## src/rtl/core/ece_pkg.sv

```systemverilog
// ece_pkg: types, constants and sizes shared by the encoder count extender
// depends on: nothing
`default_nettype none

package ece_pkg;

    localparam int ECE_AXES_DEFAULT = 8;          // axes with state storage
    localparam int ECE_AXES_MAX     = 16;
    localparam int ECE_AXIS_W       = 3;
    localparam int ECE_RAW_W        = 24;
    localparam int ECE_HIGH_W       = 8;
    localparam int ECE_EXT_W        = ECE_HIGH_W + ECE_RAW_W;
    localparam int ECE_CFG_W        = 4;
    localparam int ECE_CMP_W        = $clog2(ECE_AXES_MAX + 1);
    localparam logic [ECE_CFG_W-1:0] ECE_AXES_PRESENT_RST = ECE_CFG_W'(8);

    // top two bits of the raw count as seen from the top-bit mask 0xc00000
    localparam logic [1:0] ECE_TOP_LOW  = 2'b00;
    localparam logic [1:0] ECE_TOP_HIGH = 2'b11;

    // request codes
    localparam logic ECE_REQ_READ    = 1'b0;
    localparam logic ECE_REQ_CAPTURE = 1'b1;

    // queue between front and back
    localparam int ECE_Q_DEPTH = 2;
    localparam int ECE_Q_PTR_W = (ECE_Q_DEPTH > 1) ? $clog2(ECE_Q_DEPTH) : 1;
    localparam int ECE_Q_CNT_W = $clog2(ECE_Q_DEPTH + 1);

    typedef struct packed {
        logic                  req_type;
        logic [ECE_AXIS_W-1:0] axis;
        logic [ECE_RAW_W-1:0]  raw_count;
    } ece_in_t;

    typedef struct packed {
        logic signed [ECE_EXT_W-1:0] position;
        logic                        axis_valid;
        logic [ECE_AXIS_W-1:0]       axis_out;
    } ece_out_t;

    // classified item handed from the front to the back
    typedef struct packed {
        logic                  capture;
        logic                  axis_ok;
        logic [ECE_AXIS_W-1:0] axis;
        logic [ECE_RAW_W-1:0]  raw_count;
    } ece_cmd_t;

    // queue status seen by both sides
    typedef struct packed {
        logic full;
        logic not_empty;
    } ece_q_stat_t;

endpackage

`default_nettype wire

```

## src/rtl/core/ece_front.sv

```systemverilog
// ece_front: holds the axes_present register, accepts items and classifies them
// depends on: ece_pkg
`default_nettype none

module ece_front
    import ece_pkg::*;
#(
    parameter int AXES = ECE_AXES_DEFAULT
) (
    input  wire logic                 aclk,
    input  wire logic                 aresetn,
    input  wire logic                 cfg_we,
    input  wire logic [ECE_CFG_W-1:0] cfg_wdata,
    input  wire logic                 s_valid,
    output logic                      s_ready,
    input  wire ece_in_t              s_data,
    input  wire ece_q_stat_t          q_stat,
    output logic                      q_wr_en,
    output ece_cmd_t                  q_wr_data
);

    logic [ECE_CFG_W-1:0] axes_present_reg;
    logic [ECE_CMP_W-1:0] axis_wide;

    always_ff @(posedge aclk) begin
        if (!aresetn) begin
            axes_present_reg <= ECE_AXES_PRESENT_RST;
        end else if (cfg_we) begin
            axes_present_reg <= cfg_wdata;
        end
    end

    assign axis_wide = ECE_CMP_W'(s_data.axis);

    always_comb begin
        s_ready             = !q_stat.full;
        q_wr_en             = s_valid && !q_stat.full;
        q_wr_data.capture   = (s_data.req_type == ECE_REQ_CAPTURE);
        // axis must be below both the fitted count and the storage depth
        q_wr_data.axis_ok   = (axis_wide < ECE_CMP_W'(axes_present_reg))
                              && (axis_wide < ECE_CMP_W'(AXES));
        q_wr_data.axis      = s_data.axis;
        q_wr_data.raw_count = s_data.raw_count;
    end

endmodule

`default_nettype wire

```

## src/rtl/core/ece_queue.sv

```systemverilog
// ece_queue: short register queue of classified items between front and back
// depends on: ece_pkg
`default_nettype none

module ece_queue
    import ece_pkg::*;
(
    input  wire logic     aclk,
    input  wire logic     aresetn,
    input  wire logic     wr_en,
    input  wire ece_cmd_t wr_data,
    input  wire logic     rd_en,
    output ece_cmd_t      rd_data,
    output ece_q_stat_t   stat
);

    ece_cmd_t               q_mem [ECE_Q_DEPTH];
    logic [ECE_Q_PTR_W-1:0] wr_ptr_reg, wr_ptr_next;
    logic [ECE_Q_PTR_W-1:0] rd_ptr_reg, rd_ptr_next;
    logic [ECE_Q_CNT_W-1:0] count_reg, count_next;
    logic                   do_wr, do_rd;

    assign stat.full      = (count_reg == ECE_Q_CNT_W'(ECE_Q_DEPTH));
    assign stat.not_empty = (count_reg != '0);
    assign do_wr          = wr_en && !stat.full;
    assign do_rd          = rd_en && stat.not_empty;
    assign rd_data        = q_mem[rd_ptr_reg];

    always_comb begin
        wr_ptr_next = wr_ptr_reg;
        rd_ptr_next = rd_ptr_reg;
        count_next  = count_reg;
        if (do_wr) begin
            wr_ptr_next = (wr_ptr_reg == ECE_Q_PTR_W'(ECE_Q_DEPTH - 1)) ? '0
                          : wr_ptr_reg + 1'b1;
        end
        if (do_rd) begin
            rd_ptr_next = (rd_ptr_reg == ECE_Q_PTR_W'(ECE_Q_DEPTH - 1)) ? '0
                          : rd_ptr_reg + 1'b1;
        end
        if (do_wr && !do_rd) begin
            count_next = count_reg + 1'b1;
        end else if (do_rd && !do_wr) begin
            count_next = count_reg - 1'b1;
        end
    end

    always_ff @(posedge aclk) begin
        if (!aresetn) begin
            wr_ptr_reg <= '0;
            rd_ptr_reg <= '0;
            count_reg  <= '0;
        end else begin
            wr_ptr_reg <= wr_ptr_next;
            rd_ptr_reg <= rd_ptr_next;
            count_reg  <= count_next;
        end
    end

    always_ff @(posedge aclk) begin
        if (do_wr) begin
            q_mem[wr_ptr_reg] <= wr_data;
        end
    end

endmodule

`default_nettype wire

```

## src/rtl/core/ece_back.sv

```systemverilog
// ece_back: per-axis high byte tracking, home capture and the result register
// depends on: ece_pkg
`default_nettype none

module ece_back
    import ece_pkg::*;
#(
    parameter int AXES = ECE_AXES_DEFAULT
) (
    input  wire logic        aclk,
    input  wire logic        aresetn,
    input  wire ece_q_stat_t q_stat,
    input  wire ece_cmd_t    q_rd_data,
    output logic             q_rd_en,
    output logic             m_valid,
    input  wire logic        m_ready,
    output ece_out_t         m_data
);

    logic [1:0]            top_reg  [AXES];
    logic [ECE_HIGH_W-1:0] high_reg [AXES];
    logic [ECE_EXT_W-1:0]  home_reg [AXES];

    logic                  out_valid_reg;
    ece_out_t              out_data_reg, out_data_next;

    logic                  pop;
    logic [1:0]            old_top, new_top;
    logic [ECE_HIGH_W-1:0] old_high, high_next;
    logic [ECE_EXT_W-1:0]  old_home, ext_count;
    logic [AXES-1:0]       sel;

    assign pop     = q_stat.not_empty && (!out_valid_reg || m_ready);
    assign q_rd_en = pop;
    assign m_valid = out_valid_reg;
    assign m_data  = out_data_reg;

    // select the state of the addressed axis
    always_comb begin
        old_top  = '0;
        old_high = '0;
        old_home = '0;
        for (int k = 0; k < AXES; k++) begin
            sel[k] = (ECE_CMP_W'(q_rd_data.axis) == ECE_CMP_W'(k));
            if (sel[k]) begin
                old_top  = top_reg[k];
                old_high = high_reg[k];
                old_home = home_reg[k];
            end
        end
    end

    always_comb begin
        new_top = q_rd_data.raw_count[ECE_RAW_W-1 -: 2];
        if (old_top == ECE_TOP_HIGH && new_top == ECE_TOP_LOW) begin
            high_next = old_high + 1'b1;
        end else if (old_top == ECE_TOP_LOW && new_top == ECE_TOP_HIGH) begin
            high_next = old_high - 1'b1;
        end else begin
            high_next = old_high;
        end
        ext_count = {high_next, q_rd_data.raw_count};

        out_data_next.axis_out   = q_rd_data.axis;
        out_data_next.axis_valid = q_rd_data.axis_ok;
        if (!q_rd_data.axis_ok || q_rd_data.capture) begin
            out_data_next.position = '0;
        end else begin
            out_data_next.position = ext_count - old_home;
        end
    end

    always_ff @(posedge aclk) begin
        if (!aresetn) begin
            for (int k = 0; k < AXES; k++) begin
                top_reg[k]  <= '0;
                high_reg[k] <= '0;
                home_reg[k] <= '0;
            end
        end else if (pop && q_rd_data.axis_ok) begin
            for (int k = 0; k < AXES; k++) begin
                if (sel[k]) begin
                    top_reg[k]  <= new_top;
                    high_reg[k] <= high_next;
                    if (q_rd_data.capture) begin
                        home_reg[k] <= ext_count;
                    end
                end
            end
        end
    end

    always_ff @(posedge aclk) begin
        if (!aresetn) begin
            out_valid_reg <= 1'b0;
        end else if (pop) begin
            out_valid_reg <= 1'b1;
        end else if (m_ready) begin
            out_valid_reg <= 1'b0;
        end
    end

    always_ff @(posedge aclk) begin
        if (pop) begin
            out_data_reg <= out_data_next;
        end
    end

endmodule

`default_nettype wire

```

## src/rtl/core/encoder_count_extender_top.sv

```systemverilog
// encoder_count_extender_top: top level of the encoder count extender
// depends on: ece_pkg, ece_front, ece_queue, ece_back
//
// usage
// - s_ channel: one item per encoder reading, with request type (read or
//   read and capture home), axis number and the raw 24-bit counter value
// - m_ channel: exactly one result item per input item, in order: the
//   32-bit extended count minus the axis home position, an axis-valid flag
//   and the axis number
// - cfg_we / cfg_wdata: writes axes_present (reset 8); axes at or beyond it,
//   or beyond the AXES storage depth, give axis_valid 0 and position 0 and
//   leave the axis state untouched; write only while the block is idle
// - path: an accepted item is written to a queue slot and then, when the
//   result side is free, to the result register
// - throughput: one item per cycle while m_ready stays high; the per-axis
//   read-modify-write in the back stage writes the state back when the item
//   is taken, so items for the same axis can follow each other directly
// - a two-entry queue sits between the classifying front and the back;
//   when m_ready is low the result register holds, the queue fills and
//   s_ready falls once it is full
// - reset (synchronous, aresetn low) empties the queue, clears m_valid,
//   all per-axis top bits, high bytes and home positions, and sets
//   axes_present to 8
`default_nettype none

module encoder_count_extender_top
    import ece_pkg::*;
#(
    parameter int AXES = ECE_AXES_DEFAULT
) (
    input  wire logic                 aclk,
    input  wire logic                 aresetn,
    // configuration
    input  wire logic                 cfg_we,
    input  wire logic [ECE_CFG_W-1:0] cfg_wdata,
    // input items
    input  wire logic                 s_valid,
    output logic                      s_ready,
    input  wire ece_in_t              s_data,
    // result items
    output logic                      m_valid,
    input  wire logic                 m_ready,
    output ece_out_t                  m_data
);

    // front to queue
    logic        q_wr_en;
    ece_cmd_t    q_wr_data;
    // queue to back
    logic        q_rd_en;
    ece_cmd_t    q_rd_data;
    ece_q_stat_t q_stat;

    // front: config register, acceptance and axis range check
    ece_front #(
        .AXES (AXES)
    ) u_front (
        .aclk      (aclk),
        .aresetn   (aresetn),
        .cfg_we    (cfg_we),
        .cfg_wdata (cfg_wdata),
        .s_valid   (s_valid),
        .s_ready   (s_ready),
        .s_data    (s_data),
        .q_stat    (q_stat),
        .q_wr_en   (q_wr_en),
        .q_wr_data (q_wr_data)
    );

    // decoupling queue, lets either side stall on its own
    ece_queue u_queue (
        .aclk    (aclk),
        .aresetn (aresetn),
        .wr_en   (q_wr_en),
        .wr_data (q_wr_data),
        .rd_en   (q_rd_en),
        .rd_data (q_rd_data),
        .stat    (q_stat)
    );

    // back: width extension, home capture and the result register
    ece_back #(
        .AXES (AXES)
    ) u_back (
        .aclk      (aclk),
        .aresetn   (aresetn),
        .q_stat    (q_stat),
        .q_rd_data (q_rd_data),
        .q_rd_en   (q_rd_en),
        .m_valid   (m_valid),
        .m_ready   (m_ready),
        .m_data    (m_data)
    );

endmodule

`default_nettype wire

```

## config.mk

```make
export PLATFORM = sky130hd
export DESIGN_NAME = encoder_count_extender_top
export DESIGN_NICKNAME = d
export VERILOG_FILES = /design/src/rtl/core/ece_pkg.sv /design/src/rtl/core/ece_front.sv /design/src/rtl/core/ece_queue.sv /design/src/rtl/core/ece_back.sv /design/src/rtl/core/encoder_count_extender_top.sv
export SDC_FILE = /design/constraint.sdc
export NUM_CORES = 1
export LEC_CHECK = 0
export CORE_AREA = 2 2 282 284
export CTS_BUF_LIST = sky130_fd_sc_hd__clkbuf_8
export DETAILED_ROUTE_END_ITERATION = 10
export DIE_AREA = 0 0 284 286
export DONT_BUFFER_PORTS = 1
export GPL_ROUTABILITY_DRIVEN = 0
export MAX_ROUTING_LAYER = met4
export PLACE_DENSITY = 0.45
export SLEW_MARGIN = 5
export SYNTH_ARGS = -nofsm -noshare
export SYNTH_HDL_FRONTEND = slang
export SYNTH_SLANG_ARGS = --single-unit
```

## constraint.sdc

```tcl
create_clock -name aclk -period 17 [get_ports aclk]
set_clock_uncertainty 0.15 [all_clocks]
set_input_delay 3.4 -clock aclk [delete_from_list [all_inputs] [get_ports aclk]]
set_output_delay 3.4 -clock aclk [all_outputs]
set_load 0.02 [all_outputs]
```

* Word-level counts from Yosys, hierarchy flattened
Memory sizes are Yosys's and may differ from the RTL's. A register that Yosys moved wholly into a read port is not among the register bits. Cells that the tools add are included.
Storage, ports and cells: input port bits 37, flip-flop bits (word level) 45, RAM bits 394, output and inout port bits 38, memories 4
Memory list:
- u_back.home_reg | words 8, bits a word 32, rd ports 8, clocked after memory_dff 0, write ports 8, line ece_back.sv:22 | logic [ECE_EXT_W-1:0] home_reg [AXES];
- u_back.high_reg | words 8, bits a word 8, rd ports 8, clocked after memory_dff 0, write ports 8, line ece_back.sv:21 | logic [ECE_HIGH_W-1:0] high_reg [AXES];
- u_queue.q_mem | words 2, bits a word 29, rd ports 1, clocked after memory_dff 1, write ports 1, line ece_queue.sv:17 | ece_cmd_t q_mem [ECE_Q_DEPTH];
- u_back.top_reg | words 8, bits a word 2, rd ports 8, clocked after memory_dff 0, write ports 8, line ece_back.sv:20 | logic [1:0] top_reg [AXES];
Cells by class: magnitude comparators 2, eq/ne operators 10, bitwise logic cells 24, add/subtract/negate cells 7, muxes and demuxes 126, reduce and logical (&&, ||, !) cells 23
Operators with widths (count):
- $mux W32 | 16
- $mux W8 | 18
- $mux W1 | 74
- $mux W2 | 18
- $sub A32 B32 Y32 | 1
- $or A1 B1 Y1 | 24
- $eq A3 B3 Y1 const B | 4
- $logic_and A1 B1 Y1 | 10
- $add A8 B1 Y8 const B | 1
- $sub A8 B1 Y8 const B | 1
- $eq A2 B2 Y1 const B | 3
- $eq A3 B2 Y1 const B | 2
- $reduce_bool A2 Y1 | 3
- $logic_not A1 Y1 | 5
- $logic_not A2 Y1 | 2
- $lt A3 B4 Y1 | 1
- $lt A3 B4 Y1 const B | 1
- $eq A3 B1 Y1 const B | 1
- $logic_not A3 Y1 | 1
- $add A1 B1 Y1 const B | 2
- $add A2 B1 Y2 const B | 1
- $logic_or A1 B1 Y1 | 2
- $sub A2 B1 Y2 const B | 1

* Logic depth before layout (Yosys ltp)
word-level depth 14, gate-level depth with buffers 23, depth with buffers taken out 19

* Cells and area by module
A second synthesis with hierarchy kept.
Unflattened totals: cells, all modules 1628, area total of the unflattened synthesis 20538.4 µm²
By module, submodules not included:
- ece_back | cells an instance 1462, area an instance 17789.6 µm², instances 1
- ece_queue | cells an instance 115, area an instance 2324.7 µm², instances 1
- ece_front | cells an instance 51, area an instance 424.2 µm², instances 1

* Worst setup path before layout
Ideal clock, no wire load.
path kind input port to flip-flop, from in m_ready, to mem u_back.home_reg[0][192] (netlist bit) (enable), arrival 7344 ps, setup time 466 ps, slack 9040 ps, stages 7, path through nor2b_1 > or2_2 > inv_1 > nand2_1 > nor2_1 > nand2_1 > o21ai_0
RTL lines:
- start, declared | line encoder_count_extender_top.sv:42 | input wire logic m_ready,
- end, declared | line ece_back.sv:22

==> flow_summary.toml <==
[clocking]
cts_buffers = 74
cts_max_path_buffers = 3
cts.sinks = 440
cts_hold_buffers = 0
htreeDepth = 3
ctsResizeCount = 0
post_cts_buffers = 0
clkTransAtPathRegs_ps = 60
clk_latency_ps = 660
cts_tree = "done"
ctsRootBufferMaster = "clkbuf_8"

[synthesis]
ys_ff_latch = 440
synthesis.nets = 1799
synth_edf_count = 430
syn_inst = 1725
synth_area_leader_cell = "edfxtp_1"
synth_top_area_share_pct = 64.1
synth_most_common_cell = "edfxtp_1"
ys.flop_type = "edfxtp_1"
async_flop_share_pct = 0
synthTopCellsByCount = "430 x edfxtp_1, 314 x nor2_1, 202 x nand2_1, 122 x a21oi_1, 73 x clkbuf_1"
yosysWarnings = 0
syn_area_per_cell_um2 = 11.7
yosysUniqueCellTypes = 75
netlist_top_cells_area = "edfxtp_1 64%, nor2_1 5.9%, nand2_1 3.8%, a21oi_1 3.0%, mux2i_1 2.4%"
ys_seq_area_share_pct = 65.1
netlist_area_mm2 = 0.0201

[timing]
worstMarginPinSlew_ps = 1070
fin_crit_sh_pct = 38.6
clock.fmax_mhz = 153
setup_viol_count_final = 0
hold_viol = 0
layout_min_cycle_time_ps = 6560
rsz0062_at_grt = "no"
maxSlewHeadroom_pct = 28.9
tns_ps = 0
layout_setup_ws_ps = 10440
slew_violations = 0

[worst_setup_path]
arrival_ps = 6720
crit_type = "input port to flop"
cp.required_ps = 17160
cp_max_fo = 38
end_kind = "flop"
crit_path_start_kind = "input port"

[floorplan]
dieArea_mm2 = 0.0812
die_w_um = 284
io_pins = 75
core_mm2 = 0.0784
start_util_pct = 25.7
die_y_um = 286
rows = 103

[drt]
drc = 0
routed_wl_mm = 56.2
ant_nets = 0
wl_per_cell_um = 19.8
firstDrtPassIters = 5
drt_iter0_markers = 1170
vias = 13100
vias_per_cell = 4.63

[placed_design]
post-place-ws_ps = 9760
placed_area_mm2 = 0.0213
port_buffers = 0
hpwlAfterDp_mm = 38.6

[cells_and_area]
design_area_mm2 = 0.0226
final_layout_size_suffix_gt1_share_pct = 10.1
area_growth_pct = 12.3
seq_area_mm2 = 0.0131
post-route-util_pct = 28.9
num-fill-cells = 8138
largest_reg_flops = 256
multi_input_area_mm2 = 0.00633
fin_nets = 1801

[global_routing]
grtUsageTotal_pct = 14.1
grt_pass1_wl_mm = 84.1
overflow = 0
grt_pass1_vias = 12800
antenna_found_initial = 1
grt_max_degree = 70

[status]
run_status = "finished clean"

[hold_path]
min_path_type = "flop to flop"

[pwr]
p_per_area_mw_per_mm2 = 170
vdd_drop_max_uv = 55.6
leakagePower_nw = 8.26

[flow_run]
drv_cap = 0
==> cell usage in the layout (no fill, tap or decap), types with 24 or more instances in the layout <==
master,netlist,final
buf_4,2,31
o21ai_0,58,57
a21oi_1,122,122
inv_1,72,90
nand2_1,202,202
a211oi_1,24,24
ha_1,36,36
edfxtp_1,430,430
clkbuf_8,0,79
nor2_1,314,312
mux2i_1,49,48
a31oi_1,27,27
==> cells by family (layout without fill, tap and decap cells) <==
kind of cell / count (synthesis) / count (layout) / synth area share, %
flops: 440 / 440 / 65.1
other cells: 0 / 1 / 0
fa+ha+maj: 37 / 37 / 2.34
buf+inv: 181 / 235 / 3.72
simple gates: 652 / 652 / 13.9
xor+xnor: 27 / 27 / 1.24
compound gates: 325 / 325 / 10.0
mux: 63 / 63 / 3.75
==> layout make-up <==
class,instances,share of cell area [%]
Antenna cell,1,0.0111
Clock buffer,79,4.81
Clock inverter,49,1.08
Inverter,76,1.28
Multi-Input combinational cell,1104,28.0
Sequential cell,440,58.0
Tap cell,1050,5.81
Timing Repair Buffer,31,1.03
==> per-layer routing <==
layer	share of wire [%]	vias to the layer above	global-route usage [%]
li1	-	6192	-
met2	43	394	20.1
met1	48	6441	20.0
met4	2.0	0	4.38
met3	6.9	75	2.85
met5	0	-	-
==> critical path: stages <==
cell and delay, ps:
nor2b_1 30, or2_2 330, inv_2 60, buf_4 420, nand2_1 260, nor2_1 250, nand2_1 310, or2_2 660
nand2_1 550, buf_4 390
==> power breakdown <==
part | internal (W) | switching [W]
Combinational | 0.000478 | 0.000959
Sequential | 0.00142 | 0.000124
Clock | 0.000445 | 0.000428
==> per-stage QoR <==
step	std cells	hold WS (ps)	power [W]
after floorplan	1725	283	0.00255
after global placement	2701	309	0.00299
after detailed placement	2701	320	0.00300
after CTS	2829	337	0.00389
after global routing	2830	390	0.00411
final	2830	333	0.00386
==> path summary, 6_finish.rpt <==
kind	to	start	cells after the start	slack, ps
worst max-delay path	u_back.home_reg[0][82]$_SDFFCE_PN0P_	m_ready	10	10440
worst min register to register	u_front.axes_present_reg[3]$_SDFFE_PN1P_	u_front.axes_present_reg[3]$_SDFFE_PN1P_	2	330
worst min-delay path	u_front.axes_present_reg[3]$_SDFFE_PN1P_	u_front.axes_present_reg[3]$_SDFFE_PN1P_	2	330
worst max register to register	u_back.m_data[33]$_SDFFCE_PP0P_	flop	18	10490
Power figures use the tool's default switching activity.
